`src/mavg_pkg.sv`:
```
`timescale 1ns / 1ps
// ----------------------------------------------------------------------------
// mavg_pkg
// Shared widths, register codes and types of the moving average filter.
// ----------------------------------------------------------------------------
package mavg_pkg;

	localparam int MAX_WINDOW  = 1024;
	localparam int SAMPLE_BITS = 24;

	// delay line addressing
	localparam int POS_W = $clog2(MAX_WINDOW);

	// configuration register widths
	localparam int WIN_W     = 11;
	localparam int INV_W     = 17;
	localparam int CFG_W     = (WIN_W > INV_W) ? WIN_W : INV_W;
	localparam int CFG_IDX_W = 2;
	localparam int INV_RESET = 65536;

	// wide enough for a window value and for a position plus one
	localparam int CMP_W = ((POS_W + 1) > WIN_W) ? (POS_W + 1) : WIN_W;

	// arithmetic widths
	localparam int SUM_W     = SAMPLE_BITS + POS_W;
	localparam int PROD_W    = SUM_W + INV_W + 1;
	localparam int RND_SHIFT = 16;
	localparam int SH_W      = PROD_W - RND_SHIFT;

	// result queue, a power of two
	localparam int FIFO_DEPTH = 8;
	localparam int FIFO_AW    = $clog2(FIFO_DEPTH);

	typedef logic signed [SAMPLE_BITS-1:0] sample_t;

	typedef enum logic [CFG_IDX_W-1:0] {
		REG_WINDOW  = 2'd0,
		REG_INVERSE = 2'd1
	} cfg_reg_t;

	// issue control passed from the front end into the datapath
	typedef struct packed {
		logic valid;
		logic filled;
		logic clear;
	} mavg_issue_t;

endpackage

```
`src/mavg_ofifo.sv`:
```
`timescale 1ns / 1ps
// ----------------------------------------------------------------------------
// mavg_ofifo
// Result queue between the datapath and the output channel.
// ----------------------------------------------------------------------------
module mavg_ofifo import mavg_pkg::*; (
	input  logic    clk,
	input  logic    arst_n,
	input  logic    push,
	input  sample_t wdata,
	input  logic    pop,
	output logic    valid,
	output sample_t rdata
);

	sample_t            mem_q [FIFO_DEPTH];
	logic [FIFO_AW-1:0] wr_q, rd_q;
	logic [FIFO_AW:0]   cnt_q;

	always_ff @(posedge clk or negedge arst_n) begin
		if (!arst_n) begin
			wr_q  <= '0;
			rd_q  <= '0;
			cnt_q <= '0;
		end else begin
			if (push) begin
				wr_q <= wr_q + FIFO_AW'(1);
			end
			if (pop) begin
				rd_q <= rd_q + FIFO_AW'(1);
			end
			if (push && !pop) begin
				cnt_q <= cnt_q + (FIFO_AW+1)'(1);
			end else if (pop && !push) begin
				cnt_q <= cnt_q - (FIFO_AW+1)'(1);
			end
		end
	end

	always_ff @(posedge clk) begin
		if (push) begin
			mem_q[wr_q] <= wdata;
		end
	end

	assign valid = (cnt_q != '0);
	assign rdata = mem_q[rd_q];

endmodule

```
`config.mk`:
```
export PLATFORM = sky130hd
export DESIGN_NAME = mavg_ofifo
export DESIGN_NICKNAME = d
export VERILOG_FILES = /design/src/mavg_pkg.sv /design/src/mavg_ofifo.sv
export SDC_FILE = /design/constraint.sdc
export NUM_CORES = 1
export LEC_CHECK = 0
export ABC_AREA = 1
export BUFFER_PORTS_ARGS = -buffer_cell sky130_fd_sc_hd__clkbuf_2
export CORE_MARGIN = 1.5
export CORE_UTILIZATION = 60
export DETAILED_ROUTE_END_ITERATION = 8
export PLACE_DENSITY = 0.79
export SETUP_SLACK_MARGIN = 0.5
export SKIP_CTS_REPAIR_TIMING = 1
export SYNTH_ARGS = -nofsm -noshare
export SYNTH_HDL_FRONTEND = slang
export SYNTH_SLANG_ARGS = --single-unit
export TNS_END_PERCENT = 100
```
`constraint.sdc`:
```
create_clock -name clk -period 2.77 [get_ports clk]
set_input_delay 0.554 -clock clk [delete_from_list [all_inputs] [get_ports clk]]
set_output_delay 0.554 -clock clk [all_outputs]
set_load 0.02 [all_outputs]
```
==> impl_metrics.csv <==
group,metric,value,unit
floorplan,die_area,0.0154,mm2
power,portion_of_total_power_attributed_to_sequential_cells,0.347,
floorplan,core.rowCount,44,
logic_synthesis,syn_area,0.00879,mm2
logic_synthesis,syn-num-nets,938,
floorplan,die_y,124,um
sta,fin_worst_hold_slack,0.322,ns
final_layout,post_route_cells_drive_above_1_share,0.156,
final_layout,area_delta_synth_final,18.7,%
placement,port-buffer-count,52,
floorplan,ioPinCount,53,
worst_setup_path,cp-start-kind,"flop",
global_route,grt_overflow,0,
worst_setup_path,endpoint_kind,"primary output",
detailed_routing,dr_total_vias,6101,
clocking,insertion_delay,0.48,ns
power,internal_power,7.10,mW
floorplan,core_region_area,0.0144,mm2
sta,timing.final.crit_share,0.895,
power,pwr-share-comb,0.424,
global_route,grt_pass1_wl,25.9,mm
detailed_routing,total_iterations_of_the_first_detailed_routing_run,5,
power,vdd.ir_drop.worst,0.663,mV
logic_synthesis,postSynthCellCount,904,
clocking,h-tree-depth,1,
global_route,grt_max_degree,55,
logic_synthesis,yosysWarnings,0,
floorplan,die_w,124,um
placement,gp_congestion,0.778,
sta,worst_slack,0.291,ns
logic_synthesis,synth_seq_area_share,0.684,
sta,max_freq,403,MHz
worst_setup_path,worst-endpoint-arrival,1.92,ns
logic_synthesis,avgSynthCellArea,9.73,um2
global_route,gr-usage-all-layers,0.222,
global_route,number_of_global_route_vias_before_repair,5609,
logic_synthesis,ys_types,19,
worst_setup_path,critPathMaxStageDelay,0.52,ns
sta,timing_hold_violations_final,0,
clocking,clkTransAtPathRegs,0.06,ns
detailed_routing,finalWirelength,18.2,mm
clocking,clock_tree.root_cell,"clkbuf_16",
clocking,tritoncts.num_buffers,20,
detailed_routing,via_per_instance_ratio,5.19,
job,cap_viol_max_count,0,
sta,grt_setup_unrepaired,"true",
power,powerDensity,1080,mW/mm2
worst_setup_path,crit_path_top_delay_cell,"dfrtp_4",
clocking,clock-sinks,202,
worst_setup_path,worst-path-max-fanout,7,
power,clock_power_share,0.230,
sta,finalWorstPathRequiredPeriod,2.48,ns
worst_setup_path,crit_required,2.22,ns
hold_path,classification_of_the_worst_slack_hold_path,"input port to flop",
power,p_sw_frac,0.370,
sta,max_slew.worst_pin.slew,0.472,ns
sta,timing.final.setup_violations,0,
placement,place.detailed.hpwl,9.63,mm
worst_setup_path,critical_path.n_buffers_inverters,3,
global_route,grt_antenna_before_repair,0,
sta,final_slew_viol_count,0,
floorplan,initial_core_util,0.610,
detailed_routing,antenna_left,0,
placement,pre_cts_ws,0.545,ns
power,net-switching-power,4.17,mW
sta,fin_tns_setup,0,ns
worst_setup_path,crit_top_cell,"nand2_1",
worst_setup_path,critPathTopFamily,"flip-flops",
sta,timing.max_slew.rel_slack,0.685,
worst_setup_path,worstSetupPathType,"flop to primary output",
detailed_routing,route.detailed.drc,0,
sta,fin_skew,0.00640,ns
clocking,cts_tree,"yes",
worst_setup_path,cp_cell_sequence,"buf_8 > buf_16 > nor2_2 > nor2_1 > nand2_1 > nand2_1 > nand2_1 > nand2_1 > buf_4",
detailed_routing,detail_route.wl_per_cell,15.4,um
logic_synthesis,synthesis_stage_register_bit_count,202,
final_layout,nets,1014,
run_status,outcome,"finished clean",
detailed_routing,detailedRoute.firstIterationViolations,328,
final_layout,antenna_cells_inserted,0,
clocking,max-clock-path-buffers,3,
power,leakage_power,4.61,nW
final timing paths:
kind                           endpoint     start  cells past startpoint  slack [ns]
max                           rdata[17]   rd_q[0]                      9        0.29
min                             rd_q[0]       pop                      2        0.32
max reg2reg                mem_q[4][15]   wr_q[0]                      3        1.07
min reg2reg                    cnt_q[2]  cnt_q[2]                      2        0.52
max in group asynchronous       rd_q[0]    arst_n                      2        2.09
min in group asynchronous      cnt_q[3]    arst_n                      2        0.46
placed cells by master (no fill, tap or decap), drive strengths merged, types with 2 or more instances in the layout:
cell      n
nand3     2
buf      51
o21ai     4
inv     108
xnor2     2
bufinv    2
clkbuf   65
clkinv    6
xor2      3
nor2    201
nand2   337
ha        5
dfrtp    10
or2       2
edfxtp  192
area by class of cell:
cell class	instances	area, um2
clock buffers	26	544
repair buffers	91	836
flip-flops and latches	202	6020
inverters	108	410
fillers	947	3990
clock inverters	8	85.1
multi-input cells	557	2310
well taps	184	230
synthesized netlist by cell type:
library cell / count / area, um2
buf_1: 3 / 11.3
buf_2: 26 / 130
buf_4: 1 / 7.51
buf_6: 1 / 11.3
clkbuf_1: 5 / 18.8
clkbuf_2: 1 / 5.00
dfrtp_1: 10 / 250
edfxtp_1: 192 / 5770
fa_1: 1 / 20.0
ha_1: 5 / 62.6
inv_1: 107 / 402
inv_2: 1 / 3.75
nand2_1: 337 / 1260
nand3_1: 2 / 10.0
nor2_1: 201 / 754
o21ai_0: 4 / 20.0
or2_2: 2 / 12.5
xnor2_1: 2 / 17.5
xor2_1: 3 / 26.3
registers in the layout, indices dropped and copies added, names as in the netlist:
| signal | flops |
|---|---|
| rd_q | 3 |
| cnt_q | 4 |
| wr_q | 3 |
| mem_q | 192 |
power by group through the flow:
stage / combinational, mW / clock, mW / sequential (mW)
global placement: 3.75 / 0 / 4.02
floorplan: 2.86 / 0 / 3.89
detailed placement: 3.85 / 0 / 4.03
CTS: 3.89 / 2.62 / 3.97
finish: 4.77 / 2.59 / 3.90
global route: 5.30 / 2.75 / 3.94
kinds of logic after synthesis:
family / count (synthesis) / share of synthesized area
compound gates: 4 / 0.00228
xor+xnor: 5 / 0.00498
fa+ha+maj: 6 / 0.00939
buf+inv: 145 / 0.0670
flops: 202 / 0.684
simple gates: 542 / 0.232
routing by layer:
layer	track usage	wire length, um
met5	0	0
met4	0.0838	406
met3	0.0366	1310
met2	0.395	9270
met1	0.273	7170
through the flow:
stage	area, um2	total power [mW]	cells	utilization
6_report	10400	11.3	1176	0.724
3_5_place_dp	9360	7.88	1128	0.649
3_3_place_gp	9360	7.77	1128	0.649
2_1_floorplan	8790	6.74	904	-
4_1_cts	9990	10.5	1162	0.693
5_1_grt	10400	12.0	1176	0.724
Power figures use the tool's default switching activity.
