`src/mavg_pkg.sv`:
```
`timescale 1ns / 1ps
// ----------------------------------------------------------------------------
// mavg_pkg
// Shared widths, register codes and types of the moving average filter.
// ----------------------------------------------------------------------------
package mavg_pkg;

	localparam int MAX_WINDOW  = 1024;
	localparam int SAMPLE_BITS = 24;

	// delay line addressing
	localparam int POS_W = $clog2(MAX_WINDOW);

	// configuration register widths
	localparam int WIN_W     = 11;
	localparam int INV_W     = 17;
	localparam int CFG_W     = (WIN_W > INV_W) ? WIN_W : INV_W;
	localparam int CFG_IDX_W = 2;
	localparam int INV_RESET = 65536;

	// wide enough for a window value and for a position plus one
	localparam int CMP_W = ((POS_W + 1) > WIN_W) ? (POS_W + 1) : WIN_W;

	// arithmetic widths
	localparam int SUM_W     = SAMPLE_BITS + POS_W;
	localparam int PROD_W    = SUM_W + INV_W + 1;
	localparam int RND_SHIFT = 16;
	localparam int SH_W      = PROD_W - RND_SHIFT;

	// result queue, a power of two
	localparam int FIFO_DEPTH = 8;
	localparam int FIFO_AW    = $clog2(FIFO_DEPTH);

	typedef logic signed [SAMPLE_BITS-1:0] sample_t;

	typedef enum logic [CFG_IDX_W-1:0] {
		REG_WINDOW  = 2'd0,
		REG_INVERSE = 2'd1
	} cfg_reg_t;

	// issue control passed from the front end into the datapath
	typedef struct packed {
		logic valid;
		logic filled;
		logic clear;
	} mavg_issue_t;

endpackage

```
`src/mavg_datapath.sv`:
```
`timescale 1ns / 1ps
// ----------------------------------------------------------------------------
// mavg_datapath
// Running sum update, reciprocal multiply, rounding and saturation.
// ----------------------------------------------------------------------------
module mavg_datapath import mavg_pkg::*; (
	input  logic              clk,
	input  logic              arst_n,
	input  mavg_issue_t       issue,
	input  sample_t           sample,
	input  logic [SAMPLE_BITS-1:0] rdata,
	input  logic [INV_W-1:0]  inv,
	output logic              res_valid,
	output sample_t           res_avg
);

	localparam logic signed [PROD_W-1:0] HALF = PROD_W'(1) << (RND_SHIFT - 1);

	logic                     v_s1, v_s2, v_s3;
	logic                     filled_s1;
	sample_t                  x_s1;
	logic signed [SUM_W-1:0]  sum_q, sum_nx, sum_s2;
	logic signed [PROD_W-1:0] prod_s3, rnd;
	logic signed [SH_W-1:0]   shifted;
	logic [SH_W-SAMPLE_BITS:0] hi;
	sample_t                  old;

	// entries not yet written since the last clear read as zero
	assign old    = filled_s1 ? sample_t'(rdata) : '0;
	assign sum_nx = sum_q - SUM_W'(old) + SUM_W'(x_s1);

	always_ff @(posedge clk or negedge arst_n) begin
		if (!arst_n) begin
			v_s1  <= 1'b0;
			v_s2  <= 1'b0;
			v_s3  <= 1'b0;
			sum_q <= '0;
		end else begin
			v_s1 <= issue.valid;
			v_s2 <= v_s1;
			v_s3 <= v_s2;
			if (issue.clear) begin
				sum_q <= '0;
			end else if (v_s1) begin
				sum_q <= sum_nx;
			end
		end
	end

	always_ff @(posedge clk) begin
		filled_s1 <= issue.filled;
		x_s1      <= sample;
		sum_s2    <= sum_nx;
		prod_s3   <= sum_s2 * $signed({1'b0, inv});
	end

	// round half up, floor shift, then clamp to the sample range
	assign rnd     = prod_s3 + HALF;
	assign shifted = rnd[PROD_W-1:RND_SHIFT];
	assign hi      = shifted[SH_W-1:SAMPLE_BITS-1];

	always_comb begin
		if ((&hi) || !(|hi)) begin
			res_avg = shifted[SAMPLE_BITS-1:0];
		end else if (shifted[SH_W-1]) begin
			res_avg = {1'b1, {(SAMPLE_BITS-1){1'b0}}};
		end else begin
			res_avg = {1'b0, {(SAMPLE_BITS-1){1'b1}}};
		end
	end

	assign res_valid = v_s3;

endmodule

```
`config.mk`:
```
export PLATFORM = sky130hd
export DESIGN_NAME = mavg_datapath
export DESIGN_NICKNAME = d
export VERILOG_FILES = /design/src/mavg_pkg.sv /design/src/mavg_datapath.sv
export SDC_FILE = /design/constraint.sdc
export NUM_CORES = 2
export LEC_CHECK = 0
export BUFFER_PORTS_ARGS = -buffer_cell sky130_fd_sc_hd__buf_2
export CAP_MARGIN = 20
export CELL_PAD_IN_SITES_DETAIL_PLACEMENT = 1
export CELL_PAD_IN_SITES_GLOBAL_PLACEMENT = 2
export CORE_UTILIZATION = 38
export DETAILED_ROUTE_END_ITERATION = 10
export PLACE_DENSITY_LB_ADDON = 0.1
export SLEW_MARGIN = 15
export SYNTH_ARGS = -nofsm -noshare
export SYNTH_HDL_FRONTEND = slang
export SYNTH_SLANG_ARGS = --single-unit
```
`constraint.sdc`:
```
create_clock -name clk -period 6.6 [get_ports clk]
set_input_delay 1.32 -clock clk [delete_from_list [all_inputs] [get_ports clk]]
set_output_delay 1.32 -clock clk [all_outputs]
set_load 0.02 [all_outputs]
```
==> flow_summary.toml <==
[run_status]
status = "complete, but fails checks"
violations = "negative setup slack"

[min_path]
whs_path_depth = 0
min_delay_worst_endpoint = "res_valid"
hp-class = "flop to flop"
min_from = "v_s2"

[finish]
final_layout_size_suffix_gt1_frac = 0.166
layout_common_cells = "inv_1, fa_1, nand2_1"
nets = 4074
num_antenna_cells = 0
multi_input_area_um2 = 21400
fin_util = 0.455
seq_area_um2 = 2850
final_common_cell = "inv_1"
fillCellCount = 8210
syn_to_final_growth_pct = 18.5

[logic_synthesis]
avgSynthCellArea_um2 = 8.97
yosysSeqAreaShare = 0.106
synth_edf_count = 0
synth_fp_nets = 3807
ys_ff_latch = 133
ys.flop_type = "dfxtp_1"
synth_cell_type_count = 67
synth_cells = 3000
synth_area_um2 = 26900
yosysWarnings = 0
async_flop_share = 0.278

[global_route]
track_usage = 0.241
grt_first_pass_wirelength_mm = 132
grt_overflow = 0
first_global_vias = 23600
grt_max_degree = 50
grt_antenna_before_repair = 0

[floorplan]
die_area_um2 = 71900
rows = 97
pin_count = 95
die_x_um = 268
coreArea_um2 = 70000
die_y_um = 268
initial_core_util = 0.384

[routing]
drc = 0
drtAntennaViolNets = 0
maxUsedRoutingLayer = "met4"
vias_per_cell = 4.85
dr_wl_met3_mm = 3.31
routed_wirelength_mm = 81.5
routedWlPerCell_um = 19.3
vias = 20500
met2_wirelength_mm = 38.2
dr.pass1.iters = 5
wl_met1_mm = 38.9
drtIter0Drc = 814

[sta]
fin_skew_ns = 0.0224
relSlewSlack = 0.359
finalCriticalPeriod_ns = 6.77
rsz0062_at_grt = "true"
fmaxAchievable_mhz = 148
worst_slack_ns = -0.174
finalSetupViolations = 21
worst_pin_slew_ns = 0.961
hold_viol = 0
timing.final.crit_share = 1.03
drv_slew = 0

[worst_setup_path]
r2r_setup_slack_ns = 0.10
cp_max_fo = 7
worstSetupPathType = "primary input to flop"
end_kind = "flop"
reg2regPathDepth = 22
timing.rr.start = "sum_s2[6]"
r2r-end = "prod_s3[40]"
cp-start-kind = "primary input"
crit_required_ns = 6.98
startpoint = "inv[6]"
crit_arrival_ns = 7.16

[clock_network]
tritoncts = "built"
clk_pin_slew_worst_paths_ns = 0.08
cts_buffer_depth = 2
insertion_delay_ns = 0.49
clockRootBuffer = "clkbuf_16"
cts_made_buffers = 17
cts_hold_buf = 0
clock-sinks = 133
cts_max_level = 4

[placement]
place_hpwl_mm = 68.3
io_buffers = 94
gp_congestion = 0.851

[job]
cap_violations = 0
[cell usage after synthesis, types with 5 or more instances]
cell type	number	share of area
nor3b_1	5	0.0014
o311ai_0	6	0.0020
nand3_1	24	0.0045
xor2_1	44	0.014
ha_1	155	0.072
and2_1	263	0.061
o21bai_1	18	0.0050
nand2_1	390	0.054
mux2i_1	24	0.0089
nor2b_1	11	0.0026
fa_1	582	0.43
nor2_1	60	0.0084
inv_1	774	0.11
dfxtp_1	96	0.071
dfrtp_1	37	0.034
a221o_1	6	0.0022
nand4_1	17	0.0040
a21oi_1	63	0.012
a31oi_1	9	0.0021
and3_1	17	0.0040
nor3_1	24	0.0045
a21o_1	31	0.0087
clkbuf_1	111	0.015
and4_1	6	0.0020
o21ai_0	59	0.011
nand2b_1	7	0.0016
o21a_1	12	0.0033
xnor2_1	55	0.018
and3_2	5	0.0014
a211oi_1	14	0.0039
[worst max-delay path, cell delays in order]
cell      delay [ns]
buf_8           0.11
buf_12          0.14
buf_6           0.12
and2_4          0.13
fa_1            0.52
inv_1           0.05
fa_1            0.49
fa_1            0.44
fa_1            0.49
inv_1           0.05
fa_1            0.49
inv_2           0.04
fa_1            0.49
inv_2           0.05
ha_4            0.27
a21o_4          0.15
a211oi_4        0.05
a211oi_4        0.34
and4_4          0.32
o31ai_4         0.09
a21oi_4         0.33
buf_6           0.16
nand2_4         0.04
a21bo_2         0.20
a221o_1         0.28
[metrics by stage]
step / std cells / setup TNS, ns / hold WS [ns] / area, um^2 / worst slack [ns]
finish: 4220 / -2.10 / 0.366 / 31900 / -0.174
global route: 4220 / -5.79 / 0.385 / 31900 / -0.354
CTS: 4210 / -1.19 / 0.372 / 31400 / -0.148
detailed placement: 4169 / -19.23 / 0.338 / 30400 / -0.938
global placement: 4168 / -17.78 / 0.347 / 30400 / -0.874
floorplan: 3000 / -0.522 / 0.331 / 27300 / -0.113
[area by class of cell]
| class | instances | area share |
|---|---|---|
| Multi-Input combinational cell | 1973 | 0.670 |
| Clock inverter | 14 | 0.00499 |
| Clock buffer | 18 | 0.0138 |
| Timing Repair Buffer | 366 | 0.0929 |
| Sequential cell | 133 | 0.0894 |
| Inverter | 776 | 0.0915 |
| Tap cell | 940 | 0.0369 |
[how the worst max path moves through the flow]
stage                   to  slack [ns]
6_report       prod_s3[40]       -0.17
5_1_grt        prod_s3[40]       -0.35
2_1_floorplan  prod_s3[40]       -0.11
3_5_place_dp   prod_s3[51]       -0.94
3_3_place_gp   prod_s3[40]       -0.87
4_1_cts        prod_s3[36]       -0.15
[flip-flops by register name, summed over array words and instances, names as in the netlist]
signal,flops
sum_s2,34
v_s2,1
sum_q,34
v_s1,1
res_valid,1
x_s1,24
prod_s3,37
filled_s1,1
[cell families after synthesis]
group                    synth area share
AO/OA/AOI/OAI                      0.0642
XOR/XNOR                           0.0322
adder cells (fa/ha/maj)             0.505
buffers and inverters               0.126
flip-flops                          0.106
multiplexers                      0.00949
AND/OR/NAND/NOR                     0.157
[repair_timing]
| item | CTS | global route |
|---|---|---|
| endpoints found under the setup margin | 20 | 25 |
| resized for setup | 63 | 87 |
| gates cloned | 1 | 0 |
| pin swaps | 52 | 63 |
| setup buffers | 10 | 10 |
[per-layer routing]
metal / vias to the layer above / global-route usage
met5: - / 0
met4: 0 / 0.0493
met3: 59 / 0.0371
met2: 316 / 0.395
met1: 10700 / 0.337
li1: 9393 / -
Power is left out: the tool's default activity adds up to more than one toggle a clock period on the data nets, which glitch-free logic cannot reach.
